$ cat src/rtl/core/tsu_pkg.sv
`timescale 1ns / 1ps

package tsu_pkg;

    // Default table geometry
    localparam int COLUMN_BINS_DEF = 10;
    localparam int ROW_BINS_DEF    = 10;
    localparam int MOVE_COUNT_DEF  = 3;

    // Entries of the queue between front and back
    localparam int QUEUE_DEPTH = 2;

    // Configuration port
    localparam int CFG_INDEX_W = 2;
    localparam int CFG_DATA_W  = 17;

    localparam logic [CFG_INDEX_W-1:0] CFG_EXPLORE_RATE = 2'd0;
    localparam logic [CFG_INDEX_W-1:0] CFG_LEARN_RATE   = 2'd1;
    localparam logic [CFG_INDEX_W-1:0] CFG_DISCOUNT     = 2'd2;

    localparam logic [16:0] EXPLORE_RATE_RESET = 17'd65536;
    localparam logic [15:0] LEARN_RATE_RESET   = 16'd6554;
    localparam logic [15:0] DISCOUNT_RESET     = 16'd58982;

    typedef struct packed {
        logic              episode_start;
        logic signed [7:0] reward;
        logic [3:0]        next_column_bin;
        logic [3:0]        next_obstacle_column_bin;
        logic [3:0]        next_obstacle_row_bin;
        logic [15:0]       explore_draw;
        logic [1:0]        random_move;
    } tsu_item_t;

    typedef struct packed {
        logic [1:0]         chosen_move;
        logic               explored;
        logic signed [15:0] updated_value;
    } tsu_result_t;

    // Learning coefficients handed from the front to the back
    typedef struct packed {
        logic [15:0] learn_rate;
        logic [15:0] discount;
    } tsu_coef_t;

endpackage

$ cat src/rtl/core/tsu_queue.sv
`timescale 1ns / 1ps

module tsu_queue
    import tsu_pkg::*;
#(
    parameter int DATA_W = 16,
    parameter int DEPTH  = QUEUE_DEPTH
) (
    input  logic              aclk,
    input  logic              aresetn,
    input  logic              push_valid,
    output logic              push_ready,
    input  logic [DATA_W-1:0] push_data,
    output logic              pop_valid,
    input  logic              pop_ready,
    output logic [DATA_W-1:0] pop_data
);

    localparam int PTR_W = (DEPTH > 1) ? $clog2(DEPTH) : 1;
    localparam int CNT_W = $clog2(DEPTH + 1);

    logic [DATA_W-1:0] slot_reg [DEPTH];
    logic [PTR_W-1:0]  wr_ptr_reg;
    logic [PTR_W-1:0]  rd_ptr_reg;
    logic [CNT_W-1:0]  count_reg;
    logic              push_fire;
    logic              pop_fire;

    assign push_ready = (count_reg != CNT_W'(DEPTH));
    assign pop_valid  = (count_reg != '0);
    assign pop_data   = slot_reg[rd_ptr_reg];
    assign push_fire  = push_valid && push_ready;
    assign pop_fire   = pop_valid && pop_ready;

    always_ff @(posedge aclk) begin
        if (!aresetn) begin
            wr_ptr_reg <= '0;
            rd_ptr_reg <= '0;
            count_reg  <= '0;
        end else begin
            if (push_fire) begin
                wr_ptr_reg <= (wr_ptr_reg == PTR_W'(DEPTH - 1)) ? '0 : wr_ptr_reg + 1'b1;
            end
            if (pop_fire) begin
                rd_ptr_reg <= (rd_ptr_reg == PTR_W'(DEPTH - 1)) ? '0 : rd_ptr_reg + 1'b1;
            end
            case ({push_fire, pop_fire})
                2'b10:   count_reg <= count_reg + 1'b1;
                2'b01:   count_reg <= count_reg - 1'b1;
                default: count_reg <= count_reg;
            endcase
        end
    end

    always_ff @(posedge aclk) begin
        if (push_fire) begin
            slot_reg[wr_ptr_reg] <= push_data;
        end
    end

endmodule

$ cat config.mk
export PLATFORM = sky130hd
export DESIGN_NAME = tsu_queue
export DESIGN_NICKNAME = d
export VERILOG_FILES = /design/src/rtl/core/tsu_pkg.sv /design/src/rtl/core/tsu_queue.sv
export SDC_FILE = /design/constraint.sdc
export NUM_CORES = 1
export LEC_CHECK = 0
export ABC_AREA = 1
export BUFFER_PORTS_ARGS = -buffer_cell sky130_fd_sc_hd__buf_2
export CAP_MARGIN = 10
export CORE_UTILIZATION = 35
export CTS_CLUSTER_SIZE = 30
export DETAILED_ROUTE_END_ITERATION = 6
export HOLD_SLACK_MARGIN = 0.05
export MAX_ROUTING_LAYER = met4
export PLACE_DENSITY = 0.67
export SLEW_MARGIN = 20
export SYNTH_ARGS = -nofsm -noshare
export SYNTH_HDL_FRONTEND = slang
export SYNTH_SLANG_ARGS = --single-unit
$ cat constraint.sdc
create_clock -name aclk -period 2.7 [get_ports aclk]
set_clock_uncertainty 0.2 [all_clocks]
set_input_delay 0.135 -clock aclk [delete_from_list [all_inputs] [get_ports aclk]]
set_output_delay 0.135 -clock aclk [all_outputs]
set_load 0.03 [all_outputs]
After elaboration in Yosys (flattened, before gate mapping):

Memory sizes are Yosys's and may differ from the RTL's. A register that Yosys moved wholly into a read port is not among the register bits.
Index checks and enable logic that the tools add are counted.

* register bits after elaboration: 4
* memory bits (writable): 32
* bits of input ports: 20
* output and inout port bits: 18
* memories kept: 1

* add/subtract/negate cells: 4
* eq/ne operators: 3
* multiplexer cells: 7
* reduce and logical (&&, ||, !) cells: 4

Memories
* slot_reg: words 2, bits a word 16, rd ports 1, clocked after Yosys merged registers in 1, wr ports 1, RTL line tsu_queue.sv:22 `logic [DATA_W-1:0] slot_reg [DEPTH];`

Operator list (number)
* 1-bit two-way mux: 6
* 2-bit one-hot mux with 2 select lines: 1
* 2-bit nonzero test: 2
* 1-bit adder, second input constant: 2
* 2-bit by 1-bit adder with 2-bit output, second input constant: 1
* 2-bit by 1-bit equality test with 1-bit output, second input constant: 1
* 2-bit equality test, second input constant: 1
* 1-bit logical AND: 2
* 2-bit inequality test, second input constant: 1
* 2-bit by 1-bit subtractor with 2-bit output, second input constant: 1

Logic depth before layout (Yosys ltp):

Gate-level depths: netlist of run 1.

* depth after elaboration: 4
* mapped depth: 9

Least setup slack after synthesis of run 1:

Ideal clock, no wire load.

* path kind: reg-to-reg
* start: register count_reg[0]
* end: memory slot_reg[1][0] (enable)
* library setup time: 0.390 ns
* arrival: 1.417 ns
* slack: 0.693 ns
* stages on the path, launching flop included: 5
* path buffers: 0
* cells stage by stage: dfxtp_1 > inv_2 > nand2_2 > nand2_2 > nor2_1

* word-level cells in the longest chain between the ends: 4

Ends and longest elaborated chain
* start, declared: RTL line tsu_queue.sv:25 `logic [CNT_W-1:0] count_reg;`
* start signal, assigned: RTL line tsu_queue.sv:48 `2'b10: count_reg <= count_reg + 1'b1;`
* start signal, assigned: RTL line tsu_queue.sv:49 `2'b01: count_reg <= count_reg - 1'b1;`
* start signal, assigned: RTL line tsu_queue.sv:50 `default: count_reg <= count_reg;`
* 2-bit inequality test: RTL line tsu_queue.sv:29 `assign push_ready = (count_reg != CNT_W'(DEPTH));`
* net push_ready: RTL line tsu_queue.sv:12 `output logic push_ready,`
* 1-bit logical AND: RTL line tsu_queue.sv:32 `assign push_fire = push_valid && push_ready;`
* 1-bit two-way mux: RTL line tsu_queue.sv:56 `if (push_fire) begin`
* 1-bit two-way mux (not written as such): RTL line tsu_queue.sv:57 `slot_reg[wr_ptr_reg] <= push_data;`
* end, declared: RTL line tsu_queue.sv:22

The timed path passes the listed nets, and every way through them passes these cells.

==> results_dict.tcl, run 1 <==
set metrics [dict create \
    crit_buf_inv 2 \
    fin_util 0.5033 \
    worstMarginPinSlew_ns 0.2639 \
    path_class "reg -> out" \
    place_congestion 0.6237 \
    setup_violations 0 \
    endpoint_kind "output port" \
    final_common_cell "buf_2" \
    finalCritPeriodShare 0.6466 \
    drc 0 \
    rsz0062_at_grt "no" \
    slew_violations 0 \
    synth_cells 86 \
    crit_family "buffers and inverters" \
    rows 23 \
    largest_register_ffs 32 \
    status "finished, final reports clean" \
    cts_setup_buffers 0 \
    critPathArrivalTime_ns 1.41 \
    die_y_um 66.37 \
    clock_latency_ns 0.28 \
    final_nets 171 \
    slew_headroom 0.8240 \
    overflow 0 \
    yosysWarningCount 0 \
    grt_util_met1 0.1262 \
    num_antenna_cells 0 \
    ys_seq_area_frac 0.7317 \
    syn_nets 107 \
    ant_nets 0 \
    max_freq_ghz 0.5728 \
    worst_ep_required_time_ns 2.37 \
    crit_fanout 16 \
    synth_area_per_cell_um2 16.86 \
    met2_usage 0.2219 \
    start_util 0.3625 \
    dp.cells 174 \
    ioPinCount 38 \
    syn2layout_area_growth_pct 38.83 \
    fillers 352 \
    place_hpwl_um 1689 \
    maxCapViolations 0 \
    num_vias 892 \
    coreArea_mm2 0.004000 \
    power_density_mw_per_mm2 869.0 \
    leakage_nw 0.8207 \
    htreeDepth 2 \
    grt_max_degree 18 \
    wirelength_um 2546 \
    die_w_um 66.37 \
    grt_pass1_vias 875 \
    start_kind "flop" \
    hp-class "in -> reg" \
    fin_cells 201 \
    yosys.cell_types.count 17 \
    syn_area_mm2 0.001450 \
    numCtsBuffers 5 \
    peakVddDrop_mv 0.5880 \
    slowest_stage "mux2_2" \
    busiest_layer "met2" \
    worstPathCellList "buf_4 -> mux2_2 -> buf_2" \
    final_cell_mix "37 x buf_2, 32 x edfxtp_1, 19 x dlygate4sd3_1" \
    cts_sinks 37 \
    cts-root-buf "clkbuf_8" \
    drive_gt1_frac 0.4437 \
    first_pass_iters 4 \
    antenna_found_initial 0 \
    cts_tree "yes" \
    slowest_delay_ns 0.38 \
    dieArea_mm2 0.004405 \
    met3_usage 0.05000 \
    hold_ws_ns 0.1332 \
    portBuffers 37 \
    wl_per_cell_um 12.67 \
    grt_pass1_wl_um 3801 \
    viasPerCell 4.438 \
    min_period_ns 1.746 \
    synth-seq-cells 37 \
    first_iter_violations 37 \
    clk_path_buf_depth 2 \
    hold_viol 0 \
    grt_use_total 0.1279 \
    tns_ns 0 \
    clk_pin_slew_ns 0.07 \
]
repair_timing:
action / 4_1_cts / 5_1_grt
hold buffers: 19 / 0
gates resized for setup: 0 / 0
hold endpoints to repair: 37 / 0
cell usage after synthesis:
cell,number,share of area
edfxtp_1,32,0.66
dfxtp_1,5,0.069
inv_2,1,0.0026
inv_1,4,0.010
a21oi_1,1,0.0034
buf_6,1,0.0078
nor2_1,10,0.026
nand3_1,1,0.0034
mux2_4,10,0.10
buf_12,1,0.014
nand2_2,2,0.0086
o21ai_0,1,0.0034
nand2_1,8,0.021
o21a_1,1,0.0052
nand4_1,1,0.0043
mux2_2,6,0.047
ha_1,1,0.0086
through the flow:
stage / cell area [µm²] / total power, mW / worst slack, ns
floorplan: 1450 / 1.088 / 0.6929
finish: 2013 / 1.749 / 0.9543
detailed placement: 1689 / 1.192 / 1.126
global route: 2013 / 1.823 / 0.8808
CTS: 2013 / 1.771 / 0.9248
global placement: 1689 / 1.170 / 1.256
layer usage:
layer  vias to the layer above  part of all wire  wire length, µm
li1                        433                 -                -
met1                       422              0.39             1000
met2                        32              0.52             1332
met3                         5             0.065              165
met4                         0             0.019               48
met5                         -                 0                0
report_power, final:
| part | total, mW | switching, mW | internal, mW |
|---|---|---|---|
| sequential | 0.728 | 0.0277 | 0.701 |
| combinational | 0.470 | 0.284 | 0.186 |
| clock | 0.551 | 0.185 | 0.367 |
| total | 1.75 | 0.496 | 1.25 |
area by class of cell:
type	instances	area (µm²)	area share
Clock buffer	5	68.82	0.03418
Timing Repair Buffer	59	397.9	0.1976
Inverter	5	18.77	0.009323
Tap cell	50	62.56	0.03108
Sequential cell	37	1061	0.5270
Multi-Input combinational cell	42	339.1	0.1684
Clock inverter	3	65.06	0.03232
kinds of logic (layout without fill, tap and decap cells):
| family | after synthesis | after routing | synth area share |
|---|---|---|---|
| flip-flops | 37 | 37 | 0.7317 |
| buffers and inverters | 7 | 72 | 0.03451 |
| multiplexers | 16 | 16 | 0.1501 |
| AND/OR/NAND/NOR | 22 | 22 | 0.06299 |
| AO/OA/AOI/OAI | 3 | 3 | 0.01207 |
| adder cells (fa/ha/maj) | 1 | 1 | 0.008627 |
path summary, 6_finish.rpt:
kind           startpoint           end  slack (ns)  depth (start not counted)
max                  flop  pop_data[15]        0.95                          3
min            push_valid  count_reg[0]        0.13                          4
max reg2reg  count_reg[0]    wr_ptr_reg        1.09                          7
min reg2reg    rd_ptr_reg    rd_ptr_reg        0.31                          2
tightest hold or removal path: cells and delay by family:
family                   cells  cell delay, ns
adder cells (fa/ha/maj)      1            0.18
buffers and inverters        1            0.10
AND/OR/NAND/NOR              1            0.09
AO/OA/AOI/OAI                1            0.07
(Power assumes the default switching activity.)
==> run 2: changes to the inputs <==
--- a/config.mk
+++ b/config.mk
@@ -13,7 +13,7 @@
 export DETAILED_ROUTE_END_ITERATION = 6
 export HOLD_SLACK_MARGIN = 0.05
 export MAX_ROUTING_LAYER = met4
-export PLACE_DENSITY = 0.67
+export PLACE_DENSITY = 0.69
 export SLEW_MARGIN = 20
 export SYNTH_ARGS = -nofsm -noshare
 export SYNTH_HDL_FRONTEND = slang
==> constraint.sdc (replaced) <==
create_clock -name aclk -period 1.4 [get_ports aclk]
set_clock_uncertainty 0.2 [all_clocks]
set_input_delay 0.07 -clock aclk [delete_from_list [all_inputs] [get_ports aclk]]
set_output_delay 0.07 -clock aclk [all_outputs]
set_load 0.03 [all_outputs]
==> run 2 against run 1 <==
Worst setup slack worse by 1.1 ns. Non-clock buffer count up 8. Sequential share of layout area down 5.8 points. Highest routed layer unchanged. The run now ends with setup timing left. Largest cell class unchanged. Die area unchanged. Combinational power rose to 2.8 times the previous value.
==> results_dict.tcl, run 2 (synthesized netlist as in run 1, its figures left out) <==
set metrics [dict create \
    tns_ns -1.777 \
    syn2layout_area_growth_pct 57.38 \
    crit_fanout 7 \
    clk_path_buf_depth 2 \
    first_iter_violations 24 \
    critPathArrivalTime_ns 1.26 \
    max_freq_ghz 0.6547 \
    grt_max_degree 13 \
    cts_tree "yes" \
    endpoint_kind "output port" \
    place_congestion 0.7143 \
    die_y_um 66.37 \
    largest_register_ffs 32 \
    worst_ep_required_time_ns 1.13 \
    final_area_mm2 0.002282 \
    overflow 0 \
    path_class "reg -> out" \
    slew_violations 0 \
    slew_headroom 0.8960 \
    fin_util 0.5705 \
    antenna_found_initial 0 \
    num_antenna_cells 0 \
    die_w_um 66.37 \
    portBuffers 37 \
    setup_ws_ns -0.1275 \
    drive_gt1_frac 0.5220 \
    grt_pass1_wl_um 4146 \
    ant_nets 0 \
    rows 23 \
    htreeDepth 2 \
    rsz0062_at_grt "yes" \
    status "finished, violations left" \
    start_kind "flop" \
    dieArea_mm2 0.004405 \
    power_density_mw_per_mm2 1580 \
    final_cell_mix "32 x edfxtp_1, 20 x buf_2, 19 x dlygate4sd3_1" \
    wl_per_cell_um 12.78 \
    ioPinCount 38 \
    dpl_cell_area_mm2 0.001803 \
    worstMarginPinSlew_ns 0.1557 \
    maxCapViolations 0 \
    coreArea_mm2 0.004000 \
    clock_latency_ns 0.28 \
    setup_violations 17 \
    final_common_cell "edfxtp_1" \
    power_mw 3.607 \
    first_pass_iters 4 \
    peakVddDrop_mv 0.7487 \
    num_vias 922 \
    violations "setup timing" \
    cts_sinks 37 \
    hp-class "in -> reg" \
    hold_viol 0 \
    hold_ws_ns 0.06368 \
    grt_use_total 0.1362 \
    viasPerCell 4.411 \
    min_period_ns 1.528 \
    grt_pass1_vias 941 \
    numCtsBuffers 5 \
    wirelength_um 2670 \
    drc 0 \
    start_util 0.3625 \
    clk_pin_slew_ns 0.07 \
    leakage_nw 0.9272 \
    cts-root-buf "clkbuf_8" \
    finalCritPeriodShare 1.091 \
    final_nets 179 \
    place_hpwl_um 1780 \
]
-- run 2: cell types whose count changed in the layout (fill, tap and decap cells not counted), moves of 2 or more --
cell,before,now
dfxtp_4,0,2
nand2_4,0,2
mux2_4,10,16
buf_12,0,3
buf_2,37,20
nor2_4,0,2
mux2_2,6,0
buf_4,3,6
dfxtp_1,5,2
nor2_1,10,7
buf_6,0,18
-- run 2: per-stage QoR --
| step | std cells | setup slack, ns |
|---|---|---|
| 6_report | 209 | -0.1275 |
| 3_5_place_dp | 179 | -0.02889 |
| 3_3_place_gp | 179 | 0.03121 |
| 5_1_grt | 209 | -0.1668 |
| 4_1_cts | 208 | -0.1447 |
| 2_1_floorplan | 86 | -0.05087 |
-- run 2: metal layers --
layer | routed length [µm] | global-route usage | up-vias
li1 | - | - | 455
met5 | 0 | - | -
met3 | 136 | 0.05345 | 4
met4 | 35 | 0.03989 | 0
met2 | 1396 | 0.2372 | 32
met1 | 1102 | 0.1416 | 431
-- run 2: cell type report --
cell class / count / area [µm²]
clock buffers: 6 / 72.57
clock inverters: 2 / 33.78
fillers: 314 / 1718
inverters: 5 / 18.77
multi-input cells: 42 / 411.6
flip-flops and latches: 37 / 1070
well taps: 50 / 62.56
repair buffers: 67 / 613.1
-- run 2: where the power goes --
group          internal (mW)  total (mW)  switching [mW]
logic                  0.663        1.30           0.640
registers               1.36        1.43          0.0683
clock network          0.525       0.873           0.348
-- run 2: repair_timing --
action,CTS,global route
buffers inserted,1,1
hold buffers,19,1
pin swaps,3,5
gates resized for setup,46,7
endpoints found under the setup margin,19,19
hold endpoints to repair,37,2
gates cloned,1,0
-- run 2: path summary, 6_finish.rpt --
check	start	endpoint	slack (ns)	depth (start not counted)
hold reg to reg	rd_ptr_reg	flop	0.31	2
setup reg to reg	count_reg[1]	count_reg[1]	-0.07	7
hold / removal	pop_ready	count_reg[0]	0.06	4
setup / recovery	flop	pop_data[6]	-0.13	3
-- run 2: worst max-delay path: stages, from the launching register on --
cell     delay [ns]
dfxtp_4        0.38
buf_8          0.14
mux2_4         0.31
buf_6          0.14
==> run 3: changes to the inputs <==
--- a/config.mk
+++ b/config.mk
@@ -8,12 +8,14 @@
 export ABC_AREA = 1
 export BUFFER_PORTS_ARGS = -buffer_cell sky130_fd_sc_hd__buf_2
 export CAP_MARGIN = 10
+export CELL_PAD_IN_SITES_DETAIL_PLACEMENT = 1
+export CELL_PAD_IN_SITES_GLOBAL_PLACEMENT = 1
 export CORE_UTILIZATION = 35
 export CTS_CLUSTER_SIZE = 30
 export DETAILED_ROUTE_END_ITERATION = 6
 export HOLD_SLACK_MARGIN = 0.05
 export MAX_ROUTING_LAYER = met4
-export PLACE_DENSITY = 0.69
+export PLACE_DENSITY = 0.79
 export SLEW_MARGIN = 20
 export SYNTH_ARGS = -nofsm -noshare
 export SYNTH_HDL_FRONTEND = slang
==> run 3 against run 2 <==
The flow still finishes with violations (setup timing). Sequential power barely moved. Cell area rose by 1.1%. Non-clock buffer count rose by 1. Die area did not move. Clock-buffer cell count did not move. Clock power fell by 0.8%. Critical path type unchanged. Largest cell class unchanged. Largest power group unchanged.
==> results_dict.tcl, run 3 (synthesized netlist as in run 1, its figures left out) <==
set metrics [dict create \
    first_iter_violations 28 \
    dpl_cell_area_mm2 0.001803 \
    clk_path_buf_depth 2 \
    tns_ns -1.888 \
    endpoint_kind "output port" \
    rows 23 \
    start_util 0.3625 \
    cts_tree "yes" \
    power_mw 3.662 \
    clock_latency_ns 0.28 \
    slowest_stage "dfxtp_4" \
    worst_ep_required_time_ns 1.13 \
    portBuffers 37 \
    antenna_found_initial 0 \
    rsz0062_at_grt "yes" \
    die_w_um 66.37 \
    path_class "reg -> out" \
    ff2ff_path_depth 9 \
    fin_util 0.5768 \
    grt_pass1_vias 1052 \
    place_hpwl_um 1985 \
    leakage_nw 0.9359 \
    p_int_mw 2.582 \
    largest_register_ffs 32 \
    worstPathCellList "clkbuf_16 -> mux2_4 -> buf_6" \
    finalCritPeriodShare 1.091 \
    setup_ws_ns -0.1277 \
    status "finished, violations left" \
    switching_power_mw 1.081 \
    drive_gt1_frac 0.5250 \
    crit_buf_inv 2 \
    hold_depth 4 \
    die_y_um 66.37 \
    wirelength_um 3144 \
    grt_use_total 0.1626 \
    hold_viol 0 \
    place_congestion 0.6512 \
    cts-root-buf "clkbuf_8" \
    max_freq_ghz 0.6546 \
    dieArea_mm2 0.004405 \
    min_period_ns 1.528 \
    crit_family "flip-flops" \
    crit_fanout 5 \
    first_pass_iters 4 \
    num_antenna_cells 0 \
    drc 0 \
    grt_pass1_wl_um 4733 \
    final_cell_mix "32 x edfxtp_1, 20 x buf_2, 19 x dlygate4sd3_1" \
    ioPinCount 38 \
    htreeDepth 2 \
    viasPerCell 4.471 \
    slew_violations 0 \
    grt_max_degree 13 \
    setup_violations 17 \
    pwr-share-seq 0.391 \
    critPathArrivalTime_ns 1.26 \
    violations "setup timing" \
    cp_num_cells 3 \
    slowest_delay_ns 0.39 \
    power_density_mw_per_mm2 1587 \
    num_vias 939 \
    clk_pin_slew_ns 0.06 \
    combPwrFrac 0.373 \
    numCtsBuffers 5 \
    overflow 0 \
    cts_sinks 37 \
    final_nets 180 \
    wl_per_cell_um 14.97 \
    place_ws_ns -0.1065 \
    peakVddDrop_mv 0.7512 \
    hp-class "in -> reg" \
    ant_nets 0 \
    p_sw_frac 0.2951 \
    final_common_cell "edfxtp_1" \
    clkPwrFrac 0.237 \
    worstMarginPinSlew_ns 0.1562 \
    final_area_mm2 0.002307 \
    coreArea_mm2 0.004000 \
    syn2layout_area_growth_pct 59.10 \
    slew_headroom 0.8955 \
    start_kind "flop" \
    maxCapViolations 0 \
]
-- run 3: power groups by stage --
| stage | registers, mW | clock network (mW) | logic, mW |
|---|---|---|---|
| finish | 1.43 | 0.866 | 1.36 |
| global route | 1.44 | 0.956 | 1.45 |
| CTS | 1.42 | 0.903 | 1.27 |
| detailed placement | 1.44 | 0 | 1.02 |
| global placement | 1.43 | 0 | 0.980 |
| floorplan | 1.42 | 0 | 0.724 |
-- run 3: final timing paths --
path	from	endpoint	slack, ns
max	flop	pop_data[1]	-0.13
min	pop_ready	count_reg[0]	0.13
max reg2reg	count_reg[0]	count_reg[1]	-0.03
min reg2reg	rd_ptr_reg	flop	0.32
-- run 3: worst min-delay path: stages --
cell	delay, ns
buf_2	0.10
o21a_1	0.17
ha_4	0.17
a21oi_2	0.06
-- run 3: per-stage QoR --
stage | instances | hold slack, ns
6_report | 210 | 0.1251
3_5_place_dp | 179 | 0.06126
2_1_floorplan | 86 | -0.03113
5_1_grt | 210 | 0.1379
4_1_cts | 209 | 0.1098
3_3_place_gp | 179 | 0.06151
-- run 3: cell type report --
class                      instances  area [µm²]
fill                             388        1693
sequential                        37        1067
timing repair buffer              68       634.4
multi-input combinational         42       417.9
clock buffer                       6       72.57
tap                               50       62.56
clock inverter                     2       33.78
inverter                           5       18.77
-- run 3: layer usage --
metal	global-route usage	share of wire	vias up
met2	0.2908	0.56	34
met5	-	0	-
met3	0.05517	0.041	5
met4	0.08245	0.016	0
met1	0.1536	0.38	448
li1	-	-	452
-- run 3: timing repair --
action / 4_1_cts / 5_1_grt
hold buffers: 19 / 0
setup buffers: 3 / 0
hold endpoints to repair: 37 / 0
gates resized for setup: 38 / 12
gates cloned: 0 / 1
setup endpoints to repair: 19 / 19
pin swaps: 3 / 0
