`src/rtl/core/tsu_pkg.sv`:
```
`timescale 1ns / 1ps

package tsu_pkg;

    // Default table geometry
    localparam int COLUMN_BINS_DEF = 10;
    localparam int ROW_BINS_DEF    = 10;
    localparam int MOVE_COUNT_DEF  = 3;

    // Entries of the queue between front and back
    localparam int QUEUE_DEPTH = 2;

    // Configuration port
    localparam int CFG_INDEX_W = 2;
    localparam int CFG_DATA_W  = 17;

    localparam logic [CFG_INDEX_W-1:0] CFG_EXPLORE_RATE = 2'd0;
    localparam logic [CFG_INDEX_W-1:0] CFG_LEARN_RATE   = 2'd1;
    localparam logic [CFG_INDEX_W-1:0] CFG_DISCOUNT     = 2'd2;

    localparam logic [16:0] EXPLORE_RATE_RESET = 17'd65536;
    localparam logic [15:0] LEARN_RATE_RESET   = 16'd6554;
    localparam logic [15:0] DISCOUNT_RESET     = 16'd58982;

    typedef struct packed {
        logic              episode_start;
        logic signed [7:0] reward;
        logic [3:0]        next_column_bin;
        logic [3:0]        next_obstacle_column_bin;
        logic [3:0]        next_obstacle_row_bin;
        logic [15:0]       explore_draw;
        logic [1:0]        random_move;
    } tsu_item_t;

    typedef struct packed {
        logic [1:0]         chosen_move;
        logic               explored;
        logic signed [15:0] updated_value;
    } tsu_result_t;

    // Learning coefficients handed from the front to the back
    typedef struct packed {
        logic [15:0] learn_rate;
        logic [15:0] discount;
    } tsu_coef_t;

endpackage

```
`src/rtl/core/tsu_front.sv`:
```
`timescale 1ns / 1ps

module tsu_front
    import tsu_pkg::*;
#(
    parameter int COLUMN_BINS = COLUMN_BINS_DEF,
    parameter int ROW_BINS    = ROW_BINS_DEF,
    parameter int MOVE_COUNT  = MOVE_COUNT_DEF
) (
    input  logic                   aclk,
    input  logic                   aresetn,
    input  logic                   s_valid,
    output logic                   s_ready,
    input  tsu_item_t              s_data,
    input  logic                   cfg_valid,
    output logic                   cfg_ready,
    input  logic [CFG_INDEX_W-1:0] cfg_index,
    input  logic [CFG_DATA_W-1:0]  cfg_data,
    input  logic                   clearing,
    output logic                   job_valid,
    input  logic                   job_ready,
    output logic [$clog2(COLUMN_BINS*COLUMN_BINS*ROW_BINS)+$clog2(MOVE_COUNT)+9:0] job_data,
    output tsu_coef_t              coef
);

    localparam int STATE_W = $clog2(COLUMN_BINS * COLUMN_BINS * ROW_BINS);
    localparam int MOVE_W  = $clog2(MOVE_COUNT);

    logic [16:0]        explore_rate_reg;
    tsu_coef_t          coef_reg;
    logic [STATE_W-1:0] col_s;
    logic [STATE_W-1:0] ocol_s;
    logic [STATE_W-1:0] orow_s;
    logic [STATE_W-1:0] state_idx;
    logic [MOVE_W-1:0]  rmove;
    logic               explored;

    assign cfg_ready = 1'b1;
    assign coef      = coef_reg;

    always_ff @(posedge aclk) begin
        if (!aresetn) begin
            explore_rate_reg    <= EXPLORE_RATE_RESET;
            coef_reg.learn_rate <= LEARN_RATE_RESET;
            coef_reg.discount   <= DISCOUNT_RESET;
        end else if (cfg_valid) begin
            unique case (cfg_index)
                CFG_EXPLORE_RATE: explore_rate_reg    <= cfg_data;
                CFG_LEARN_RATE:   coef_reg.learn_rate <= cfg_data[15:0];
                CFG_DISCOUNT:     coef_reg.discount   <= cfg_data[15:0];
                default: ;
            endcase
        end
    end

    // Saturate the bins, fold them into one state index, decide on exploring
    always_comb begin
        col_s  = (int'(s_data.next_column_bin) >= COLUMN_BINS) ?
                 STATE_W'(COLUMN_BINS - 1) : STATE_W'(s_data.next_column_bin);
        ocol_s = (int'(s_data.next_obstacle_column_bin) >= COLUMN_BINS) ?
                 STATE_W'(COLUMN_BINS - 1) : STATE_W'(s_data.next_obstacle_column_bin);
        orow_s = (int'(s_data.next_obstacle_row_bin) >= ROW_BINS) ?
                 STATE_W'(ROW_BINS - 1) : STATE_W'(s_data.next_obstacle_row_bin);
        state_idx = (col_s * STATE_W'(COLUMN_BINS) + ocol_s) * STATE_W'(ROW_BINS) + orow_s;
        rmove = (int'(s_data.random_move) >= MOVE_COUNT) ?
                MOVE_W'(MOVE_COUNT - 1) : MOVE_W'(s_data.random_move);
        explored = {1'b0, s_data.explore_draw} < explore_rate_reg;
    end

    assign job_valid = s_valid && !clearing;
    assign s_ready   = job_ready && !clearing;
    assign job_data  = {s_data.episode_start, s_data.reward, explored, rmove, state_idx};

endmodule

```
`config.mk`:
```
export PLATFORM = sky130hd
export DESIGN_NAME = tsu_front
export DESIGN_NICKNAME = d
export VERILOG_FILES = /design/src/rtl/core/tsu_pkg.sv /design/src/rtl/core/tsu_front.sv
export SDC_FILE = /design/constraint.sdc
export NUM_CORES = 1
export LEC_CHECK = 0
export BUFFER_PORTS_ARGS = -buffer_cell sky130_fd_sc_hd__buf_2
export CORE_ASPECT_RATIO = 1.1
export CORE_UTILIZATION = 50
export CTS_BUF_LIST = sky130_fd_sc_hd__clkbuf_8
export CTS_CLUSTER_DIAMETER = 30
export DETAILED_ROUTE_END_ITERATION = 8
export PLACE_DENSITY = 0.79
export SLEW_MARGIN = 15
export SYNTH_ARGS = -nofsm -noshare
export SYNTH_HDL_FRONTEND = slang
export SYNTH_SLANG_ARGS = --single-unit
```
`constraint.sdc`:
```
create_clock -name aclk -period 6.4 [get_ports aclk]
set_input_delay 1.28 -clock aclk [delete_from_list [all_inputs] [get_ports aclk]]
set_output_delay 1.28 -clock aclk [all_outputs]
set_load 0.005 [all_outputs]
```
# Word-level counts from Yosys, hierarchy flattened
# Index checks and enable logic that the tools add are counted.
[op_classes] n_mux=4 n_mul=2 shifts=0 addsub=2 n_reduce_logical=7 div_mod_pow=0 bitwise=0 n_lt_le_gt_ge=5 n_eq_ne=2
[ops] cell="$lt A16 B17 Y1" n=1
[ops] cell="$ge A4 B4 Y1 const B" n=3
[ops] cell="$mux W4" n=3
[ops] cell="$add A10 B4 Y10" n=1
[ops] cell="$add A8 B4 Y9" n=1
[ops] cell="$mul A9 B3 Y9 const B" n=1
[ops] cell="$mul A4 B3 Y7 const B" n=1
[ops] cell="$reduce_and A2 Y1" n=3
[ops] cell="$eq A2 B1 Y1 const B" n=1
[ops] cell="$eq A2 B2 Y1 const B" n=1
[ops] cell="$ge A2 B2 Y1 const B" n=1
[ops] cell="$logic_and A1 B1 Y1" n=2
[ops] cell="$logic_not A2 Y1" n=1
[ops] cell="$mux W2" n=1
[ops] cell="$logic_not A1 Y1" n=1
[word_totals] word_cells=25 output_inout_bits=57 ram_bits=0 mem_count=0 mem_bits_ro=0 latch_bits=0 ff_bits=49

# Longest topological paths before layout
# Gate-level depths: netlist (run 1).
[logic_depth] ltp_word=6 mapped_depth=17

# Worst setup path before layout (run 1)
# OpenSTA, ideal clock, no wires.
[synth_timing] kind="input port to output port" from="input port s_data[28] (netlist bit)" to="output port job_data[9]" arrival_ps=4203 setup_slack_ps=917 required_time_ps=5120 path_stages=16 cell_sequence="o21ai_0 > nand2b_1 > and2_1 > ha_1 > ha_1 > nand2_1 > nor2_1 > o21ai_2 > xor2_1 > ha_1 > ha_1 > nor3b_1 > o21a_1 > or4_4 > nand3_2 > xnor2_1"
[synth_via] elab_chain_cells=6
[synth_lines] element="start, declared" line="tsu_front.sv:14" rtl="input tsu_item_t s_data,"
[synth_lines] element="$ge A4 B4 Y1" line="tsu_front.sv:58" rtl="col_s = (int'(s_data.next_column_bin) >= COLUMN_BINS) ?"
[synth_lines] element="$mux W4 (*)" line="tsu_front.sv:58"
[synth_lines] element="$mul A4 B3 Y7 (*)" line="tsu_front.sv:64" rtl="state_idx = (col_s * STATE_W'(COLUMN_BINS) + ocol_s) * STATE_W'(ROW_BINS) + orow_s;"
[synth_lines] element="$add A8 B4 Y9 (*)" line="tsu_front.sv:64"
[synth_lines] element="$mul A9 B3 Y9 (*)" line="tsu_front.sv:64"
[synth_lines] element="$add A10 B4 Y10 (*)" line="tsu_front.sv:64"
[synth_lines] element="end, declared" line="tsu_front.sv:22" rtl="output logic [$clog2(COLUMN_BINS*COLUMN_BINS*ROW_BINS)+$clog2(MOVE_COUNT)+9:0] job_data,"
# Every way passes the cells marked *; elsewhere a longest branch is shown, timed or not.

# Final worst setup path (run 1)
# Ends and elaborated chain as after synthesis.

==> summary.md, run 1 <==
| Metric | Value |
|---|---|
| Final Hold Fails | `0` |
| Number of synthesized register bits | `49` |
| Routed Wire Length | `6870 um` |
| Setup WS post-layout | `383 ps` |
| Flop pwr share | `0.389` |
| Int Power | `0.561 mW` |
| Final instance area | `0.00363 mm^2` |
| Cts repair resizes | `0` |
| IO Pins | `121` |
| Req. time, crit path | `5120 ps` |
| Root Buffer Master | `clkbuf_8` |
| Startpoint Class | `primary input` |
| Tcrit/Tclk final | `0.940` |
| DRT Pass-1 Iters | `4` |
| Mapped Area | `0.00307 mm^2` |
| Status | `completed` |
| Clock sink count | `49` |
| Clock H-tree levels | `2` |
| Syn Area/Cell | `8.10 um^2` |
| Die area | `0.00646 mm^2` |
| Avg WL per Cell | `12.8 um` |
| Die W | `76.7 um` |
| CTS tree | `built` |
| Critical-path maximum fanout | `4` |
| Max incr delay on CP | `490 ps` |
| Slowest-stage cell, CP | `or4_4` |
| Fin. max-slew vios | `0` |
| Post-DRT Antenna Nets | `0` |
| Largest net degree at the start of global routing | `50` |
| Reg clk slew, reported paths | `80 ps` |
| Area post-placement | `0.00353 mm^2` |
| Pre-CTS WS | `439 ps` |
| Max Cap Violations | `0` |
| Hold Crit Start | `explore_rate_reg[8]` |
| Main area contributors after synthesis | `dfxtp_1 32%, ha_1 14%, nand2_1 12%` |
| Combinational share of power | `0.366` |
| Cells after Synth | `379` |
| Sequential element share of the synthesized area | `0.319` |
| Initial antenna violation count | `0` |
| Rows | `29` |
| Ant diodes | `0` |
| Ys flop type | `dfxtp_1` |
| Die H | `84.2 um` |
| Synthesis Warnings | `0` |
| Iter 0 DRT Violations | `52` |
| Hold WC Path Type | `flip-flop to flip-flop` |
| Port bufs | `101` |
| GRT overflow | `0` |
| Top post-synthesis cells by count | `102 x nand2_1, 49 x dfxtp_1, 34 x ha_1` |
| Syn_nets | `479` |
| Tightest Pin Transition | `919 ps` |
| Leak Pwr | `1.69 nW` |
| Crit path from | `s_data[28]` |
| Final worst path period need | `6020 ps` |
| CP bufs+invs | `2` |
| Fmax | `166 MHz` |
| # nets final | `559` |
| Hold_buf cts | `0` |
| Setup Skew | `0 ps` |
| VDD IR max | `0.000142 V` |
| Switching Share | `0.323` |
| Post-synth EDFFs | `0` |
| Global-route wire length before repair | `11400 um` |
| Power Density | `228 mW/mm^2` |
| Worst endpoint data arrival time | `4740 ps` |
| Total GRT Usage | `0.217` |
| CTS Buf Count | `5` |
| Critical R2R Launch | `coef[30]` |
| Clock network fraction of total power | `0.245` |
| RSZ-0062 raised after global routing | `false` |
| Post-CTS Setup Inserts | `0` |
| Cell family with most CP delay | `simple AND/OR/NAND/NOR gates` |
| Final Wtd Congestion | `0.920` |
| Critical Path End Type | `output pin` |
| Count leader, synth | `nand2_1` |
| Vias in the first global route | `2544` |
| CTS max path bufs | `2` |
| Sw power | `0.268 mW` |
| Skew-Pair Late Insertion Delay | `300 ps` |
| Max FFs per register | `32` |
| Leading area contributor after synthesis | `dfxtp_1` |
| Area Overhead vs Synth | `18.2%` |
| Asr flop ratio synth | `0` |
| Drt drc | `0` |
| Routed vias | `2740` |
| TNS Setup | `0 ps` |
| Crit path top cell by count | `ha_1` |
| Top-area cell type share of the netlist area | `0.319` |
| Cell variety after synth | `46` |
| Final Setup Violations | `0` |
| Share of cells above drive strength 1 | `0.265` |
| Post-DP HPWL | `5480 um` |
| Crit-path cells | `buf_2 -> o21ai_0 -> nand2b_1 -> and2_1 -> ha_1 -> ha_1 -> nand2_1 -> nor2_1 -> o21ai_2 -> xor2_1 -> ha_1 -> ha_1 -> nor3b_1 -> o21a_1 -> or4_4 -> nand3_2 -> xnor2_1 -> buf_2` |
| Max transition margin | `0.385` |
| Vias per cell | `5.10` |
| Initial Util | `0.526` |
| Core Area | `0.00584 mm^2` |
| Crit path kind | `primary input to output pin` |
[path summary, 6_finish.rpt]
path	to	slack, ps	depth (start not counted)
worst max-delay path	job_data[9]	380	18
worst min register to register	explore_rate_reg[8]	470	2
worst min-delay path	explore_rate_reg[8]	470	2
worst max register to register	coef[30]	5720	2
[per-stage QoR]
step                hold WS [ps]  std cells  power (mW)  utilization
floorplan                    441        379       0.534            -
global placement             447        529       0.621        0.604
detailed placement           451        529       0.634        0.604
CTS                          469        537       0.835        0.622
global route                 487        537       0.883        0.622
finish                       466        537       0.829        0.622
[power groups by stage]
stage | logic, mW | clock network [mW] | registers [mW]
global route | 0.340 | 0.218 | 0.325
floorplan | 0.204 | 0 | 0.330
global placement | 0.291 | 0 | 0.330
CTS | 0.306 | 0.205 | 0.323
finish | 0.303 | 0.203 | 0.323
detailed placement | 0.304 | 0 | 0.330
[cell usage in the layout, fill, tap and decap left out, types with 7 or more instances in the layout]
cell type / instances
a21oi_1: 10
nand2_1: 102
xor2_1: 10
nor2_1: 8
a21o_1: 8
clkbuf_8: 7
inv_1: 18
xnor2_1: 7
buf_2: 101
a21boi_0: 32
dfxtp_1: 49
nand3_1: 21
ha_1: 34
[worst min-delay path: stages, from the launching register on]
cell and delay (ps):
dfxtp_1 320, nand2_1 40, a21boi_0 60
[area by class of cell]
type                    instances  area (um^2)
inverters                      18         67.6
clock buffers                   7         96.3
well taps                      77         96.3
clock inverters                 1         8.76
fillers                       546         2210
flip-flops and latches         49          981
repair buffers                101          505
multi-input cells             284         1880
[metal layers]
metal / vias up / global-route usage / share of wire
met5: - / 0 / 0
met4: 0 / 0.0647 / 0.012
met3: 12 / 0.0446 / 0.059
met2: 72 / 0.370 / 0.48
met1: 1257 / 0.273 / 0.45
li1: 1399 / - / -
[cell families (layout without fill, tap and decap cells)]
kind of cell / after synthesis / after routing / synth area share
adders and majority gates: 37 / 37 / 0.156
DFF: 49 / 49 / 0.319
AOI/OAI and AO/OA: 64 / 64 / 0.148
and+or+nand+nor: 163 / 163 / 0.248
muxes: 1 / 1 / 0.00367
xor gates and xnor gates: 18 / 18 / 0.0538
other: 1 / 1 / 0.00122
buffers and inverters: 46 / 127 / 0.0697
No activity file was read; power rests on OpenSTA's default activity.
==> run 2, diff against run 1 <==
- ABC_AREA: default -> 1
- CORE_UTILIZATION: 50 -> 45
- PLACE_DENSITY: 0.79 -> 0.72
==> run 2 against run 1 <==
Core utilization shrank 7.0 points; combinational power grew 7.3%; critical path depth grew 9; total power grew 2.2%; sequential cell count is the same; clock skew is the same; via count grew 7.4%; largest cell class unchanged; largest power group unchanged; highest routed layer unchanged.
==> summary.md, run 2 <==
| Metric | Value |
|---|---|
| Routed vias | `2942 (+7.4%)` |
| Global-route wire length before repair | `10900 um (-4.0%)` |
| Clock H-tree levels | `2 (unchanged)` |
| Routed Wire Length | `6810 um (-0.90%)` |
| Sequential element share of the synthesized area | `0.317 (-0.00245)` |
| CTS max path bufs | `2 (unchanged)` |
| Setup WS post-layout | `650 ps (+267 ps)` |
| Pre-CTS WS | `626 ps (+187 ps)` |
| CTS tree | `built` |
| Post-DP HPWL | `5490 um (+0.23%)` |
| Top post-synthesis cells by count | `98 x nand2_1, 57 x inv_1, 49 x dfxtp_1` |
| Tcrit/Tclk final | `0.898 (-0.0418)` |
| DRT Pass-1 Iters | `4 (unchanged)` |
| Reg clk slew, reported paths | `80 ps (about the same)` |
| Mapped Area | `0.00310 mm^2 (+0.77%)` |
| Max incr delay on CP | `540 ps (+50 ps)` |
| Top-area cell type share of the netlist area | `0.317 (-0.00245)` |
| Asr flop ratio synth | `0 (unchanged)` |
| Hold WC Path Type | `flip-flop to flip-flop` |
| Crit path top cell by count | `nand2_1` |
| Post-CTS Setup Inserts | `0 (unchanged)` |
| Die area | `0.00721 mm^2 (+12%)` |
| RSZ-0062 raised after global routing | `false` |
| Fmax | `174 MHz (+4.7%)` |
| Post-synth EDFFs | `0 (unchanged)` |
| Leading area contributor after synthesis | `dfxtp_1` |
| Die H | `89.0 um (+5.7%)` |
| Tightest Pin Transition | `669 ps (-250 ps)` |
| Crit path kind | `primary input to output pin` |
| Rows | `31 (+6.9%)` |
| Main area contributors after synthesis | `dfxtp_1 32%, ha_1 14%, nand2_1 12%` |
| Critical-path maximum fanout | `4 (unchanged)` |
| Max transition margin | `0.552 (+0.168)` |
| Final Wtd Congestion | `0.783 (-15%)` |
| Port bufs | `101 (unchanged)` |
| TNS Setup | `0 ps (unchanged)` |
| Total GRT Usage | `0.193 (-0.0235)` |
| Final Setup Violations | `0 (unchanged)` |
| Syn Area/Cell | `7.13 um^2 (-12%)` |
| Initial Util | `0.467 (-0.0591)` |
| Share of cells above drive strength 1 | `0.253 (-0.0118)` |
| Count leader, synth | `nand2_1` |
| Slowest-stage cell, CP | `fa_1` |
| Number of synthesized register bits | `49 (unchanged)` |
| Drt drc | `0 (unchanged)` |
| Startpoint Class | `primary input` |
| Status | `completed` |
| Fin. max-slew vios | `0 (unchanged)` |
| Largest net degree at the start of global routing | `44 (-12%)` |
| Req. time, crit path | `5120 ps (about the same)` |
| Vias per cell | `4.91 (-3.7%)` |
| VDD IR max | `0.000163 V (+15%)` |
| Hold_buf cts | `0 (unchanged)` |
| Avg WL per Cell | `11.4 um (-11%)` |
| Commonest cells after routing, fill and taps aside | `101 x buf_2, 98 x nand2_1, 57 x inv_1` |
| Worst endpoint data arrival time | `4470 ps (-270 ps)` |
| Post-DRT Antenna Nets | `0 (unchanged)` |
| Die W | `81.1 um (+5.7%)` |
| Ys flop type | `dfxtp_1` |
| Most common cell after layout, fill and taps aside | `buf_2` |
| GRT overflow | `0 (unchanged)` |
| Worst hold margin | `462 ps (-4.37 ps)` |
| IO Pins | `121 (unchanged)` |
| Clock sink count | `49 (unchanged)` |
| Iter 0 DRT Violations | `50 (-3.8%)` |
| Power Density | `232 mW/mm^2 (+1.5%)` |
| Initial antenna violation count | `0 (unchanged)` |
| Final Hold Fails | `0 (unchanged)` |
| Final worst path period need | `5750 ps (-267 ps)` |
| Core Area | `0.00663 mm^2 (+14%)` |
| Cell variety after synth | `34 (-26%)` |
| Post-route insts no fill | `599 (+12%)` |
| Leak Pwr | `1.93 nW (+14%)` |
| Area Overhead vs Synth | `18.1% (about the same)` |
| Max FFs per register | `32 (unchanged)` |
| Syn_nets | `534 (+11%)` |
| Ant diodes | `0 (unchanged)` |
| Tot Pwr | `0.847 mW (+2.2%)` |
| Synthesis Warnings | `0 (unchanged)` |
| Cts repair resizes | `0 (unchanged)` |
| Root Buffer Master | `clkbuf_8` |
| Setup Skew | `0 ps (unchanged)` |
| Cells after Synth | `434 (+15%)` |
| Vias in the first global route | `2576 (+1.3%)` |
| Max Cap Violations | `0 (unchanged)` |
| Cell total after placement | `591 (+12%)` |
| # nets final | `616 (+10%)` |
| Skew-Pair Late Insertion Delay | `300 ps (about the same)` |
| CTS Buf Count | `5 (unchanged)` |
| Critical Path End Type | `output pin` |
## run 2: kinds of logic after synthesis
| family | Yosys count | synth area share |
|---|---|---|
| compound gates | 70 | 0.120 |
| other cells | 1 | 0.00121 |
| simple gates | 179 | 0.261 |
| xor+xnor | 9 | 0.0255 |
| flops | 49 | 0.317 |
| fa+ha+maj | 36 | 0.150 |
| buf+inv | 90 | 0.125 |
## run 2: path summary, 6_finish.rpt
path                              from                    to  slack (ps)  depth (start not counted)
setup / recovery            s_data[28]           job_data[9]         650                         27
hold / removal    explore_rate_reg[11]  explore_rate_reg[11]         460                          2
setup reg to reg   explore_rate_reg[0]   explore_rate_reg[0]        5750                          2
hold reg to reg   explore_rate_reg[11]  explore_rate_reg[11]         460                          2
## run 2: report_power, final
| part | internal, mW | switching [mW] |
|---|---|---|
| Sequential | 0.320 | 0.00599 |
| Combinational | 0.141 | 0.184 |
| Clock | 0.0977 | 0.0989 |
| Total | 0.559 | 0.288 |
## run 2: critical path: cells and delay by family
kind | cells | cell delay [ps]
adders and majority gates | 3 | 1090
xor gates and xnor gates | 1 | 130
buffers and inverters | 7 | 520
AOI/OAI and AO/OA | 1 | 200
and+or+nand+nor | 15 | 1240
## run 2: layout make-up
cell class	instances	area (um^2)
Clock buffer	7	96.3
Clock inverter	1	5.00
Fill cell	646	2980
Inverter	64	240
Multi-Input combinational cell	295	1730
Sequential cell	49	981
Tap cell	82	103
Timing Repair Buffer	101	505
## run 2: metal layers
metal / global-route usage / vias to the layer above / wire (um)
li1: - / 1539 / -
met1: 0.233 / 1314 / 3050
met2: 0.326 / 77 / 3240
met3: 0.0520 / 12 / 402
met4: 0.0747 / 0 / 118
met5: 0 / - / 0
## run 2: metrics by stage
step	utilization	cell area, um^2
6_report	0.551	3660
5_1_grt	0.551	3660
4_1_cts	0.551	3660
3_5_place_dp	0.536	3560
3_3_place_gp	0.536	3560
2_1_floorplan	-	3100
==> run 3, diff against run 2 <==
- CORE_ASPECT_RATIO: 1.1 -> 0.8
==> run 3 against run 2 <==
Global-route usage increased by 2.1 points; non-clock buffer count did not move; total power is 1.5% lower; combinational power rose by 4%; first-iteration DRC count rose to 4.5 times the previous value; critical path depth unchanged; die area about the same; design area shrank 0.44%; via count up 0.10%; sequential share of layout area rose by 0.12 points; worst hold slack worse by 3.1 ps; register-to-register slack barely moved; critical endpoint unchanged.
==> summary.md, run 3 (synthesis gave the netlist of run 2 again) <==
| Metric | Value |
|---|---|
| R2R cell count | `2 (unchanged)` |
| RSZ-0062 raised after global routing | `false` |
| Status | `completed` |
| CTS tree | `built` |
| Critical Path Stages | `27 (unchanged)` |
| Final Hold Fails | `0 (unchanged)` |
| # nets final | `616 (unchanged)` |
| Register area | `981 um^2 (unchanged)` |
| TNS Setup | `0 ps (unchanged)` |
| Max Cap Violations | `0 (unchanged)` |
| Post-DP HPWL | `5890 um (+7.3%)` |
| Initial Util | `0.476 (+0.00906)` |
| Fin. max-slew vios | `0 (unchanged)` |
| CTS Buf Count | `5 (unchanged)` |
| Share of cells above drive strength 1 | `0.251 (-0.00193)` |
| Fill cell count | `654 (+1.2%)` |
| Tcrit/Tclk final | `0.904 (+0.00552)` |
| Max transition margin | `0.542 (-0.0101)` |
| CTS max path bufs | `2 (unchanged)` |
| Most common cell after layout, fill and taps aside | `buf_2` |
| Final Util | `0.560 (+0.00821)` |
| VDD IR max | `0.000142 V (-13%)` |
| Crit path top cell by count | `nand2_1` |
| Ant diodes | `0 (unchanged)` |
| Iter 0 DRT Violations | `223 (+350%)` |
| Hold Crit Depth | `2 (unchanged)` |
| Global-route wire length before repair | `12400 um (+13%)` |
| Hold_buf cts | `0 (unchanged)` |
| Final instance area | `0.00364 mm^2 (-0.44%)` |
| Avg WL per Cell | `12.5 um (+9.9%)` |
| Die W | `94.7 um (+17%)` |
| Routed Wire Length | `7510 um (+10%)` |
| Worst hold margin | `459 ps (-3.07 ps)` |
| Post-CTS Setup Inserts | `0 (unchanged)` |
| Port bufs | `101 (unchanged)` |
| Vias per cell | `4.90 (-0.23%)` |
| Largest net degree at the start of global routing | `44 (unchanged)` |
| Hold WC Path Type | `flip-flop to flip-flop` |
| Max FFs per register | `32 (unchanged)` |
| Power Density | `229 mW/mm^2 (-1.1%)` |
| Leak Pwr | `1.93 nW (-0.27%)` |
| Clock sink count | `49 (unchanged)` |
| Area post-placement | `0.00356 mm^2 (about the same)` |
| Slowest-stage cell, CP | `fa_1` |
| Rows | `26 (-16%)` |
| Reg clk slew, reported paths | `90 ps (about the same)` |
| Cell family with most CP delay | `simple AND/OR/NAND/NOR gates` |
| Tightest Pin Transition | `685 ps (+15.1 ps)` |
| Routed vias | `2945 (+0.10%)` |
| Final worst path period need | `5790 ps (+35.3 ps)` |
| Critical-path maximum fanout | `4 (unchanged)` |
| Drt drc | `0 (unchanged)` |
| Area of the multi-input gates | `0.00173 mm^2 (unchanged)` |
| Clock H-tree levels | `2 (unchanged)` |
| Vias in the first global route | `2725 (+5.8%)` |
| GRT overflow | `0 (unchanged)` |
| IO Pins | `121 (unchanged)` |
| Req. time, crit path | `5120 ps (about the same)` |
| Total GRT Usage | `0.214 (+0.0214)` |
| Skew-Pair Late Insertion Delay | `300 ps (about the same)` |
| Die area | `0.00722 mm^2 (about the same)` |
| Startpoint Class | `primary input` |
| Final Setup Violations | `0 (unchanged)` |
| Max incr delay on CP | `540 ps (about the same)` |
| DRT Pass-1 Iters | `4 (unchanged)` |
| Area Overhead vs Synth | `17.6%` |
| CP bufs+invs | `7 (unchanged)` |
| Cts repair resizes | `0 (unchanged)` |
| Core Area | `0.00651 mm^2 (-1.9%)` |
| Initial antenna violation count | `0 (unchanged)` |
| Commonest cells after routing, fill and taps aside | `101 x buf_2, 98 x nand2_1, 58 x inv_1` |
| Crit path kind | `primary input to output pin` |
| Root Buffer Master | `clkbuf_8` |
| Post-DRT Antenna Nets | `0 (unchanged)` |
| Critical Path End Type | `output pin` |
| Worst endpoint data arrival time | `4510 ps (+40 ps)` |
| Die H | `76.2 um (-14%)` |
| Fmax | `173 MHz (-0.61%)` |
| Final Wtd Congestion | `0.880 (+12%)` |
| Setup Skew | `0 ps (unchanged)` |
[run 3: changes by cell type in the layout (fill, tap and decap cells not counted), sizes merged]
cell | previous run | this run
clkbuf | 7 | 5
clkinv | 1 | 2
inv | 64 | 65
[run 3: metal layers]
layer	up-vias	GRT usage	routed length, um
li1	1540	-	-
met1	1301	0.302	3620
met2	87	0.325	3280
met3	17	0.0439	431
met4	0	0.0697	175
met5	-	0	0
[run 3: layout make-up]
type                            count  share of cell area
Multi-Input combinational cell    295               0.474
Tap cell                           84              0.0289
Inverter                           64              0.0660
Sequential cell                    49               0.269
Timing Repair Buffer              101               0.139
Clock buffer                        5              0.0189
Clock inverter                      3             0.00378
[run 3: final timing paths]
kind	start	endpoint	slack (ps)
setup reg to reg	coef[0]	coef[0]	5740
setup / recovery	s_data[28]	job_data[9]	610
hold / removal	coef[23]	coef[23]	460
hold reg to reg	coef[23]	coef[23]	460
[run 3: per-stage QoR]
step                      setup slack [ps]  power [mW]  std cells
after CTS                              612       0.840        601
final                                  615       0.835        601
after floorplan                       1130       0.562        434
after global routing                   202       0.895        601
after global placement                 736       0.658        593
after detailed placement               639       0.668        593
[run 3: report_power, final]
group,internal (mW),switching [mW]
Combinational,0.143,0.194
Clock,0.0743,0.0983
Sequential,0.320,0.00568
[run 3: worst min-delay path: stages (launching register included)]
cell and delay, ps:
dfxtp_1 330, nand2_1 50, nand3_1 50
